[src/llfh_pkg.sv]
`default_nettype none
// ----------------------------------------------------------------------------
// llfh_pkg - shared types and constants of the light level filter
// Field widths, conversion scale, state encoding and register indexes.
// ----------------------------------------------------------------------------
package llfh_pkg;

  localparam int RAW_W        = 16;
  localparam int LUX_W        = 24;
  localparam int ACC_W        = 32;
  localparam int WEIGHT_W     = 9;
  localparam int DIGIT_BITS   = 2;
  localparam int CONV_STEPS   = RAW_W / DIGIT_BITS;
  localparam int FILT_STEPS   = WEIGHT_W;
  localparam int CNT_W        = $clog2(FILT_STEPS);
  localparam int SCALE_W      = 18;
  localparam int ADDR_W       = 4;
  localparam int DATA_W       = 32;

  localparam int FRAC_BITS_DEFAULT = 8;
  localparam int ON_LUX            = 20;
  localparam int OFF_LUX           = 80;

  localparam logic [WEIGHT_W-1:0] WEIGHT_ONE    = 9'd256;
  localparam logic [WEIGHT_W-1:0] WEIGHT_RESET  = 9'd77;
  localparam logic [SCALE_W-1:0]  LUX_SCALE     = 18'd54613;

  typedef enum logic [2:0] {
    ST_IDLE,
    ST_CONV,
    ST_PREP,
    ST_FILT,
    ST_DONE
  } state_t;

  typedef enum logic [1:0] {
    REG_WEIGHT = 2'd0,
    REG_ON     = 2'd1,
    REG_OFF    = 2'd2,
    REG_NONE   = 2'd3
  } reg_idx_t;

  // one radix-4 digit times the lux scale
  function automatic logic [SCALE_W-1:0] digit_mult(input logic [DIGIT_BITS-1:0] d);
    logic [SCALE_W-1:0] r;
    case (d)
      2'd0:    r = '0;
      2'd1:    r = LUX_SCALE;
      2'd2:    r = LUX_SCALE << 1;
      default: r = (LUX_SCALE << 1) + LUX_SCALE;
    endcase
    return r;
  endfunction

endpackage
`default_nettype wire

[src/light_level_filter_hysteresis_unit.sv]
`default_nettype none
// ----------------------------------------------------------------------------
// light_level_filter_hysteresis_unit - filtered lux and lamp switch
// Converts raw sensor counts to lux, low-pass filters them and drives a
// hysteresis lamp switch.
// ----------------------------------------------------------------------------
// One raw count is taken per transfer and gives one result of filtered lux
// (unsigned, FRAC_BITS fraction bits) and lamp state. An item passes through
// the idle state in which it is accepted, the raw-to-lux multiply (one 2-bit
// digit of the count per cycle), a setup step, the filter multiply (one
// weight bit per cycle) and a final step that updates the switch and loads
// the output register; that step waits while the last result is stalled at
// the output. A new item is taken while the last result still waits.
// Registers: 0x0 filter weight (Q1.8, values above 256 act as 256),
// 0x4 lamp-on threshold, 0x8 lamp-off threshold.
module light_level_filter_hysteresis_unit #(
  parameter int FRAC_BITS = llfh_pkg::FRAC_BITS_DEFAULT
) (
  input  wire                                   clk,
  input  wire                                   rst,
  input  wire                                   psel,
  input  wire                                   penable,
  input  wire                                   pwrite,
  input  wire  [llfh_pkg::ADDR_W-1:0]           paddr,
  input  wire  [llfh_pkg::DATA_W-1:0]           pwdata,
  output logic [llfh_pkg::DATA_W-1:0]           prdata,
  output logic                                  pready,
  input  wire                                   in_valid,
  output logic                                  in_stall,
  input  wire  [llfh_pkg::RAW_W-1:0]            raw_count,
  output logic                                  out_valid,
  input  wire                                   out_stall,
  output logic [llfh_pkg::LUX_W-1:0]            filtered_lux,
  output logic                                  lamp_on
);

  localparam int LuxShift = llfh_pkg::RAW_W - FRAC_BITS;
  localparam logic [llfh_pkg::LUX_W-1:0] OnReset  =
    llfh_pkg::LUX_W'(llfh_pkg::ON_LUX << FRAC_BITS);
  localparam logic [llfh_pkg::LUX_W-1:0] OffReset =
    llfh_pkg::LUX_W'(llfh_pkg::OFF_LUX << FRAC_BITS);

  llfh_pkg::state_t state, state_next;

  logic [llfh_pkg::WEIGHT_W-1:0] filter_weight;
  logic [llfh_pkg::LUX_W-1:0]    on_threshold;
  logic [llfh_pkg::LUX_W-1:0]    off_threshold;
  logic [llfh_pkg::LUX_W-1:0]    filter_value;
  logic                          lamp_state;

  logic [llfh_pkg::CNT_W-1:0]    cnt;
  logic [llfh_pkg::RAW_W-1:0]    raw_sh;
  logic [llfh_pkg::ACC_W-1:0]    acc;
  logic [llfh_pkg::LUX_W-1:0]    lux;
  logic [llfh_pkg::LUX_W:0]      lux_sum;
  logic [llfh_pkg::WEIGHT_W-1:0] wa_sh;
  logic [llfh_pkg::WEIGHT_W-1:0] wb_sh;

  logic                          load_item;
  logic                          conv_en;
  logic                          prep_en;
  logic                          filt_en;
  logic                          done_en;
  logic                          out_free;
  logic                          cfg_wr;
  llfh_pkg::reg_idx_t            cfg_idx;

  logic [llfh_pkg::ACC_W-1:0]    lux_wide;
  logic [llfh_pkg::LUX_W-1:0]    lux_conv;
  logic [llfh_pkg::WEIGHT_W-1:0] weight_eff;
  logic [llfh_pkg::LUX_W:0]      filt_addend;
  logic [llfh_pkg::LUX_W-1:0]    filter_next;
  logic                          lamp_next;

  // configuration port
  assign pready  = 1'b1;
  assign cfg_wr  = psel && penable && pwrite;
  assign cfg_idx = llfh_pkg::reg_idx_t'(paddr[3:2]);

  always_comb begin
    unique case (cfg_idx)
      llfh_pkg::REG_WEIGHT: prdata = llfh_pkg::DATA_W'(filter_weight);
      llfh_pkg::REG_ON:     prdata = llfh_pkg::DATA_W'(on_threshold);
      llfh_pkg::REG_OFF:    prdata = llfh_pkg::DATA_W'(off_threshold);
      default:              prdata = '0;
    endcase
  end

  always_ff @(posedge clk) begin
    if (rst) begin
      filter_weight <= llfh_pkg::WEIGHT_RESET;
      on_threshold  <= OnReset;
      off_threshold <= OffReset;
    end else if (cfg_wr) begin
      unique case (cfg_idx)
        llfh_pkg::REG_WEIGHT: filter_weight <= pwdata[llfh_pkg::WEIGHT_W-1:0];
        llfh_pkg::REG_ON:     on_threshold  <= pwdata[llfh_pkg::LUX_W-1:0];
        llfh_pkg::REG_OFF:    off_threshold <= pwdata[llfh_pkg::LUX_W-1:0];
        default: ;
      endcase
    end
  end

  // sequencer
  assign out_free = !out_valid || !out_stall;

  always_comb begin
    state_next = state;
    unique case (state)
      llfh_pkg::ST_IDLE: if (in_valid) state_next = llfh_pkg::ST_CONV;
      llfh_pkg::ST_CONV: begin
        if (cnt == llfh_pkg::CNT_W'(llfh_pkg::CONV_STEPS - 1)) state_next = llfh_pkg::ST_PREP;
      end
      llfh_pkg::ST_PREP: state_next = llfh_pkg::ST_FILT;
      llfh_pkg::ST_FILT: begin
        if (cnt == llfh_pkg::CNT_W'(llfh_pkg::FILT_STEPS - 1)) state_next = llfh_pkg::ST_DONE;
      end
      llfh_pkg::ST_DONE: if (out_free) state_next = llfh_pkg::ST_IDLE;
      default:           state_next = llfh_pkg::ST_IDLE;
    endcase
  end

  always_comb begin
    in_stall  = (state != llfh_pkg::ST_IDLE);
    load_item = (state == llfh_pkg::ST_IDLE) && in_valid;
    conv_en   = (state == llfh_pkg::ST_CONV);
    prep_en   = (state == llfh_pkg::ST_PREP);
    filt_en   = (state == llfh_pkg::ST_FILT);
    done_en   = (state == llfh_pkg::ST_DONE) && out_free;
  end

  always_ff @(posedge clk) begin
    if (rst) begin
      state <= llfh_pkg::ST_IDLE;
    end else begin
      state <= state_next;
    end
  end

  // datapath
  assign lux_wide   = acc >> LuxShift;
  assign lux_conv   = (|lux_wide[llfh_pkg::ACC_W-1:llfh_pkg::LUX_W]) ? '1 :
                      lux_wide[llfh_pkg::LUX_W-1:0];
  assign weight_eff = filter_weight[llfh_pkg::WEIGHT_W-1] ? llfh_pkg::WEIGHT_ONE :
                      filter_weight;
  assign filter_next = acc[llfh_pkg::ACC_W-1:8];

  always_comb begin
    case ({wa_sh[llfh_pkg::WEIGHT_W-1], wb_sh[llfh_pkg::WEIGHT_W-1]})
      2'b10:   filt_addend = {1'b0, lux};
      2'b01:   filt_addend = {1'b0, filter_value};
      2'b11:   filt_addend = lux_sum;
      default: filt_addend = '0;
    endcase
  end

  always_comb begin
    lamp_next = lamp_state;
    if (!lamp_state) begin
      if (filter_next <= on_threshold) lamp_next = 1'b1;
    end else begin
      if (filter_next >= off_threshold) lamp_next = 1'b0;
    end
  end

  always_ff @(posedge clk) begin
    if (load_item) begin
      raw_sh <= raw_count;
      acc    <= '0;
      cnt    <= '0;
    end else if (conv_en) begin
      acc    <= {acc[llfh_pkg::ACC_W-3:0], 2'b00} + llfh_pkg::ACC_W'(
                llfh_pkg::digit_mult(raw_sh[llfh_pkg::RAW_W-1 -: llfh_pkg::DIGIT_BITS]));
      raw_sh <= raw_sh << llfh_pkg::DIGIT_BITS;
      cnt    <= cnt + 1'b1;
    end else if (prep_en) begin
      lux     <= lux_conv;
      lux_sum <= {1'b0, lux_conv} + {1'b0, filter_value};
      wa_sh   <= weight_eff;
      wb_sh   <= llfh_pkg::WEIGHT_ONE - weight_eff;
      acc     <= '0;
      cnt     <= '0;
    end else if (filt_en) begin
      acc   <= {acc[llfh_pkg::ACC_W-2:0], 1'b0} + llfh_pkg::ACC_W'(filt_addend);
      wa_sh <= wa_sh << 1;
      wb_sh <= wb_sh << 1;
      cnt   <= cnt + 1'b1;
    end
  end

  always_ff @(posedge clk) begin
    if (rst) begin
      filter_value <= '0;
      lamp_state   <= 1'b0;
      out_valid    <= 1'b0;
    end else if (done_en) begin
      filter_value <= filter_next;
      lamp_state   <= lamp_next;
      out_valid    <= 1'b1;
    end else if (out_valid && !out_stall) begin
      out_valid <= 1'b0;
    end
  end

  always_ff @(posedge clk) begin
    if (done_en) begin
      filtered_lux <= filter_next;
      lamp_on      <= lamp_next;
    end
  end

`ifndef NO_ASSERTIONS
  a_result_from_done: assert property (@(posedge clk) disable iff (rst)
    (!$past(rst) && $rose(out_valid)) |-> $past(state == llfh_pkg::ST_DONE))
    else $error("result appeared without a finished item");

  a_filter_moves_on_done: assert property (@(posedge clk) disable iff (rst)
    (!$past(rst) && !$stable(filter_value)) |-> $past(done_en))
    else $error("filter state changed outside item completion");

  a_lamp_moves_on_done: assert property (@(posedge clk) disable iff (rst)
    (!$past(rst) && lamp_state != $past(lamp_state)) |-> $past(done_en))
    else $error("lamp state changed outside item completion");

  a_accept_starts_conv: assert property (@(posedge clk) disable iff (rst)
    (in_valid && !in_stall) |=> (state == llfh_pkg::ST_CONV && cnt == '0))
    else $error("accepted transfer did not start conversion");
`endif

endmodule
`default_nettype wire

[config.mk]
export PLATFORM = sky130hd
export DESIGN_NAME = light_level_filter_hysteresis_unit
export DESIGN_NICKNAME = d
export VERILOG_FILES = /design/src/llfh_pkg.sv /design/src/light_level_filter_hysteresis_unit.sv
export SDC_FILE = /design/constraint.sdc
export NUM_CORES = 1
export LEC_CHECK = 0
export BUFFER_PORTS_ARGS = -buffer_cell sky130_fd_sc_hd__buf_2
export CAP_MARGIN = 20
export CORE_MARGIN = 2
export CORE_UTILIZATION = 40
export CTS_CLUSTER_SIZE = 14
export DETAILED_ROUTE_END_ITERATION = 10
export HOLD_SLACK_MARGIN = 0.02
export PLACE_DENSITY = 0.68
export SYNTH_ARGS = -nofsm -noshare
export SYNTH_HDL_FRONTEND = slang
export SYNTH_SLANG_ARGS = --single-unit
[constraint.sdc]
create_clock -name clk -period 5.3 [get_ports clk]
set_input_delay 1.59 -clock clk [delete_from_list [all_inputs] [get_ports clk]]
set_output_delay 1.59 -clock clk [all_outputs]
set_load 0.1 [all_outputs]
==> results of run 1 <==
==> synth_stat cells, types with 4 or more instances <==
cell	count	area (um^2)
xor2_1	24	210
mux2i_1	17	170
a21oi_1	151	756
o22ai_1	4	25.0
a211oi_1	7	52.6
nand4_1	19	119
nand2b_1	18	113
o21ai_0	73	365
mux2_2	24	270
and2_1	6	37.5
dfxtp_1	122	2440
nor2b_1	17	106
o21a_1	11	82.6
nand2_1	258	968
inv_1	78	293
nor3_1	26	130
ha_1	118	1480
nor2_1	76	285
a22oi_1	11	82.6
clkbuf_8	7	96.3
o211ai_1	13	97.6
o21bai_1	8	60.1
a211o_1	6	52.6
buf_4	9	67.6
and3_1	13	81.3
a221oi_1	8	70.1
a31oi_1	9	56.3
or2_2	5	31.3
xnor2_1	48	420
nand3b_1	5	37.5
a21o_1	41	308
clkbuf_1	57	214
edfxtp_1	107	3210
a22o_1	42	368
a2111oi_0	5	43.8
nand3_1	22	110
==> sequential cells by signal (all words and copies together) (netlist names) <==
signal and flops:
out_valid 1, filter_value 24, filtered_lux 24, raw_sh 16, lamp_on 1, wb_sh 8, acc 32, lux 24
lux_sum 25, off_threshold 24, lamp_state 1, cnt 4, state 3, wa_sh 9, on_threshold 24, filter_weight 9
==> cell families (layout without fill, tap and decap cells) <==
family | Yosys count | after routing
compound gates | 419 | 419
xor+xnor | 72 | 72
fa+ha+maj | 121 | 121
buf+inv | 157 | 255
flops | 229 | 229
mux | 41 | 41
other cells | 2 | 9
simple gates | 485 | 485
==> worst max-delay path, cell delays in order <==
cell and delay [ns]:
buf_2 0.34, nor2b_1 0.18, buf_4 0.23, a22o_1 0.24, buf_12 0.19
==> how the worst max path moves through the flow <==
stage              from          to  slack [ns]  depth (start not counted)
3_3_place_gp   paddr[2]   prdata[5]        0.91                          6
4_1_cts        paddr[2]   prdata[5]        0.92                          6
2_1_floorplan  paddr[3]   prdata[0]        0.20                          3
6_report       paddr[3]  prdata[22]        0.93                          5
3_5_place_dp   paddr[2]   prdata[5]        0.93                          6
5_1_grt        paddr[2]   prdata[5]        0.80                          6
==> final cells by class <==
type / count / area (um^2) / share of cell area [%]
sequential: 229 / 5660 / 35.1
timing repair buffer: 128 / 1100 / 6.83
clock buffer: 36 / 786 / 4.88
tap: 455 / 569 / 3.53
inverter: 79 / 297 / 1.84
clock inverter: 12 / 174 / 1.08
multi-input combinational: 1147 / 7530 / 46.7
==> power by group <==
group	switching (mW)	total, mW	internal (mW)	leakage [nW]
clock	0.749	1.98	1.23	0.478
combinational	2.14	3.50	1.36	4.07
sequential	0.386	2.69	2.30	1.99
==> per-layer routing <==
layer | part of all wire, % | wire (um) | track usage, %
met5 | 0 | 0 | 0
met4 | 2.6 | 937 | 6.44
met3 | 5.5 | 2000 | 2.66
met2 | 48 | 17400 | 35.1
met1 | 44 | 16200 | 26.0
==> stage by stage <==
stage / setup slack, ns / instance area [um^2] / total power [mW] / hold WS [ns]
2_1_floorplan: 0.198 / 13900 / 5.26 / 0.449
3_3_place_gp: 0.914 / 15100 / 6.06 / 0.462
3_5_place_dp: 0.930 / 15100 / 6.16 / 0.462
4_1_cts: 0.921 / 16100 / 8.16 / 0.470
5_1_grt: 0.803 / 16100 / 8.69 / 0.488
6_report: 0.926 / 16100 / 8.17 / 0.471
==> reports/metrics.cfg, run 1 <==
[run_status]
status = finished clean

[sta]
finalHoldViolations = 0
max-slew-margin-rel_pct = 31.0
fin_crit_ns = 4.37
rsz0062_at_grt = no
setup_viol = 0
fin_skew_ns = 0.0228
slew_violations = 0
clock.fmax_mhz = 229
max_slew.worst_pin.slew_ns = 1.03
finalCritPeriodShare_pct = 82.5
fin_setup_tns_ns = 0

[cells_and_area]
syn_to_final_growth_pct = 16.4
final_cell_mix = 258 x nand2_1, 151 x a21oi_1, 122 x dfxtp_1, 118 x ha_1, 107 x edfxtp_1
instances_no_fill = 2086
final_common_cell = nand2_1
n_fill_cell = 3198
drive_gt1_share_pct = 13.2
antenna_cells = 0
nets = 1791
final_util_pct = 47.0

[floorplan]
die_y_um = 190
io_pins = 119
die_area_um2 = 36100
floorplan.rows = 68
initial_core_util_pct = 40.4
die_x_um = 190
core_um2 = 34300

[clock_tree]
clockBufferDepth = 3
cts_resized = 0
cts_buffers = 26
clock-sinks = 229
cts_tree = yes
post-cts-setup-buffers = 0
holdBufCountCts = 0
clockRootBuffer = clkbuf_16
path_clk_slew_ns = 0.06
clkLatencyLatePin_ns = 0.54
h-tree-depth = 1

[synthesis]
ys_types = 71
syn_area_per_cell_um2 = 9.08
synth_simple_gate_area_share_pct = 15.7
synth_compound_area_share_pct = 19.5
seq_area_frac_synth_pct = 40.8
synth_edf_count = 107
synth-main-ff-cell = dfxtp_1
synthMuxAreaShare_pct = 3.18
synth_xor_area_share_pct = 4.55
ys_seq_elements = 229
synth_top_family_by_area = compound AO/OA/AOI/OAI gates
synth_warnings = 0
syn_inst = 1526
synth_area_um2 = 13800
async_flop_share_pct = 0
synth-adder-area-share_pct = 11.1

[worst_setup_path]
crit_fanout = 16
crit_type = primary input to output port
reg2reg_to = acc[31]$_SDFFE_PP0P_
worstRegToRegCells = 13
cp-start-kind = primary input
timing.rr.start = wb_sh[8]$_DFFE_PP_
cp_data_required_time_ns = 3.71
end_kind = output port
reg2reg_slack_ns = 1.26
crit_arrival_ns = 2.78

[power]
power.density_nw_per_um2 = 507
p_leak_nw = 6.54
ir_worst_vdd_v = 0.000241

[routing]
drt_iter0_markers = 655
drc = 0
dr.pass1.iters = 5
routedWlPerCell_um = 17.5
ant_nets = 0
routed_via_density = 5.53
routed_wl_um = 36500
via_count = 11500

[global_routing]
grt_max_degree = 53
first_global_vias = 11400
grt_overflow_total = 0
antenna_found_initial = 0
grt_pass1_wl_um = 59200
grt_use_total_pct = 20.2

[place]
place_hpwl_um = 25600
dp_cells = 2037
place.gp.congestion = 0.857
port_buffers = 99

[worst_hold_path]
hold_path_startpoint = on_threshold[17]$_SDFFE_PP0P_
min_to = on_threshold[17]$_SDFFE_PP0P_
hold_depth = 2
hold_class = flop to flop

[job]
max_cap_viol_count = 0

Power figures use the tool's default switching activity.
==> run 2, diff against run 1 <==
--- a/config.mk
+++ b/config.mk
@@ -12,7 +12,7 @@
 export CTS_CLUSTER_SIZE = 14
 export DETAILED_ROUTE_END_ITERATION = 10
 export HOLD_SLACK_MARGIN = 0.02
-export PLACE_DENSITY = 0.68
+export PLACE_DENSITY = 0.7
 export SYNTH_ARGS = -nofsm -noshare
 export SYNTH_HDL_FRONTEND = slang
 export SYNTH_SLANG_ARGS = --single-unit
==> constraint.sdc (replaced) <==
create_clock -name clk -period 3.7 [get_ports clk]
set_input_delay 1.11 -clock clk [delete_from_list [all_inputs] [get_ports clk]]
set_output_delay 1.11 -clock clk [all_outputs]
set_load 0.1 [all_outputs]
==> run 2 against run 1 <==
Worst hold slack better by 0.0016 ns; die area stayed put; critical endpoint is now acc[29]$_SDFFE_PP0P_; sequential power is 35% higher; via count is 2.6% higher; setup slack worse by 0.86 ns; wire length is 4.1% higher; largest cell class unchanged; critical path type is now flop to flop; power is 41% higher.
==> reports/metrics.cfg, run 2 (synthesis gave the netlist of run 1 again) <==
[sta]
fin_skew_ns = 0.0156  ; -0.00717 ns
fin_crit_ns = 3.63
max_slew.worst_pin.slew_ns = 0.903  ; -0.130 ns
clock.fmax_mhz = 275
finalHoldViolations = 0  ; unchanged
setup_viol = 0  ; unchanged
finalCritPeriodShare_pct = 98.1
slew_violations = 0  ; unchanged
rsz0062_at_grt = yes
max-slew-margin-rel_pct = 39.8  ; +8.8 points

[clock_tree]
path_clk_slew_ns = 0.06  ; about the same
cts_tree = yes
clock-sinks = 229  ; unchanged
clockBufferDepth = 3  ; unchanged
clockRootBuffer = clkbuf_16
clkLatencyLatePin_ns = 0.52  ; -0.02 ns
h-tree-depth = 1  ; unchanged
cts_buffers = 23  ; -12%
holdBufCountCts = 0  ; unchanged

[power]
p_leak_nw = 6.60  ; +0.81%
power.density_nw_per_um2 = 711  ; +40%
ir_worst_vdd_v = 0.000428  ; +77%

[global_routing]
antenna_found_initial = 0  ; unchanged
grt_pass1_wl_um = 59700  ; +0.87%
first_global_vias = 11300  ; -1.2%
grt_overflow_total = 0  ; unchanged
grt_use_total_pct = 20.6  ; +0.43 points
grt_max_degree = 53  ; unchanged

[cells_and_area]
final_common_cell = nand2_1
nets = 1815  ; +1.3%
largestRegisters = acc x32, lux_sum x25
largest_register = acc
largest_reg_flops = 32  ; unchanged
final_util_pct = 47.3  ; +0.33 points
antenna_cells = 0  ; unchanged
final_cell_mix = 258 x nand2_1, 147 x a21oi_1, 122 x dfxtp_1, 115 x ha_1, 107 x edfxtp_1
n_fill_cell = 3172  ; -0.81%
instances_no_fill = 2106  ; +0.96%
syn_to_final_growth_pct = 17.2
multiInputGateArea_um2 = 7650  ; +1.6%
register_area_um2 = 5660  ; unchanged
drive_gt1_share_pct = 15.3  ; +2.0 points

[worst_setup_path]
reg2reg_slack_ns = 0.07  ; -1.19 ns
path_cells = mux2_2 > a22o_1 > ha_2 > fa_2 > a211o_1 > a2111oi_4 > nor3_4 > o2111ai_4 > o21ai_4 > a211oi_4 > o21a_1 > o21ai_1 > a31oi_1
crit_type = flop to flop
cp_data_required_time_ns = 4.15  ; +0.44 ns
cp_num_cells = 13  ; +8
end_kind = flop
worstRegToRegCells = 13  ; unchanged
critPathBufInv = 0  ; -3
path_delay_family = compound AO/OA/AOI/OAI gates
crit_fanout = 6  ; -10
crit_path_max_incr_delay_ns = 0.46  ; +0.12 ns
timing.rr.start = wb_sh[8]$_DFFE_PP_
crit_arrival_ns = 4.08  ; +1.30 ns
reg2reg_to = acc[29]$_SDFFE_PP0P_
cp-start-kind = flop
cpMaxStageDelayCell = a2111oi_4

[worst_hold_path]
hold_path_startpoint = on_threshold[13]$_SDFFE_PP0P_
hold_class = flop to flop
min_to = on_threshold[13]$_SDFFE_PP0P_
hold_depth = 2  ; unchanged

[place]
port_buffers = 99  ; unchanged
dp_cells = 2063  ; +1.3%
place.gp.congestion = 0.920  ; +7.4%
place_hpwl_um = 27400  ; +7.1%

[floorplan]
floorplan.rows = 68  ; unchanged
core_um2 = 34300  ; unchanged
die_x_um = 190  ; unchanged
die_area_um2 = 36100  ; unchanged
io_pins = 119  ; unchanged
die_y_um = 190  ; unchanged
initial_core_util_pct = 40.4  ; unchanged

[routing]
dr.pass1.iters = 5  ; unchanged
routed_wl_um = 38000  ; +4.1%
drt_iter0_markers = 907  ; +38%
routedWlPerCell_um = 18.0  ; +3.2%
ant_nets = 0  ; unchanged
routed_via_density = 5.62  ; +1.6%
drc = 0  ; unchanged
via_count = 11800  ; +2.6%

[job]
max_cap_viol_count = 0  ; unchanged

[run_status]
status = finished clean

==> run 2: final cells by class <==
| class | instances | share of cell area [%] |
|---|---|---|
| multi-input combinational | 1147 | 47.1 |
| sequential | 229 | 34.9 |
| timing repair buffer | 155 | 8.09 |
| clock buffer | 30 | 3.90 |
| tap | 455 | 3.51 |
| inverter | 79 | 1.83 |
| clock inverter | 11 | 0.679 |
==> run 2: per-layer routing <==
| layer | wire length (um) | vias up | track usage, % |
|---|---|---|---|
| li1 | - | 5675 | - |
| met1 | 16100 | 5681 | 26.5 |
| met2 | 18600 | 396 | 36.1 |
| met3 | 2010 | 90 | 2.34 |
| met4 | 1330 | 0 | 6.89 |
| met5 | 0 | - | 0 |
==> run 2: worst max path at each step <==
stage                  startpoint                   end  slack, ns
2_1_floorplan            paddr[3]            prdata[11]       0.06
3_3_place_gp   wb_sh[8]$_DFFE_PP_  acc[29]$_SDFFE_PP0P_      -0.01
3_5_place_dp   wb_sh[8]$_DFFE_PP_  acc[29]$_SDFFE_PP0P_      0.001
4_1_cts        wb_sh[8]$_DFFE_PP_  acc[30]$_SDFFE_PP0P_       0.05
5_1_grt        wb_sh[8]$_DFFE_PP_  acc[29]$_SDFFE_PP0P_      -0.10
6_report       wb_sh[8]$_DFFE_PP_  acc[29]$_SDFFE_PP0P_       0.07
==> run 2: report_power, final <==
group	switching (mW)	total [mW]	leakage, nW	internal [mW]
sequential	0.323	3.62	1.99	3.30
combinational	3.47	5.57	4.24	2.10
clock	1.00	2.35	0.367	1.35
==> run 2: worst reg2reg max path, cell delays in order, from the launching register on <==
cell	delay (ns)
edfxtp_1	0.43
mux2_2	0.36
a22o_1	0.20
ha_2	0.19
fa_2	0.34
a211o_1	0.36
a2111oi_4	0.46
nor3_4	0.11
o2111ai_4	0.25
o21ai_4	0.10
a211oi_4	0.38
o21a_1	0.16
o21ai_1	0.07
a31oi_1	0.16
==> run 2: timing repair <==
item                                    CTS  global route
buffers inserted                          0             2
gates resized for setup                   1            21
hold endpoints to repair                  0             0
pin swaps                                 0             7
endpoints found under the setup margin    2            13
==> run 2: metrics by stage <==
| stage | setup slack [ns] | instance area, um^2 | TNS [ns] | power (mW) | hold WS (ns) |
|---|---|---|---|---|---|
| after floorplan | 0.0604 | 13900 | 0 | 7.54 | 0.449 |
| after global placement | -0.0110 | 15400 | -0.0134 | 8.91 | 0.458 |
| after detailed placement | 0.00117 | 15400 | 0 | 9.08 | 0.463 |
| after CTS | 0.0500 | 16100 | 0 | 11.4 | 0.471 |
| after global routing | -0.103 | 16200 | -0.328 | 12.3 | 0.494 |
| final | 0.0699 | 16200 | 0 | 11.5 | 0.472 |
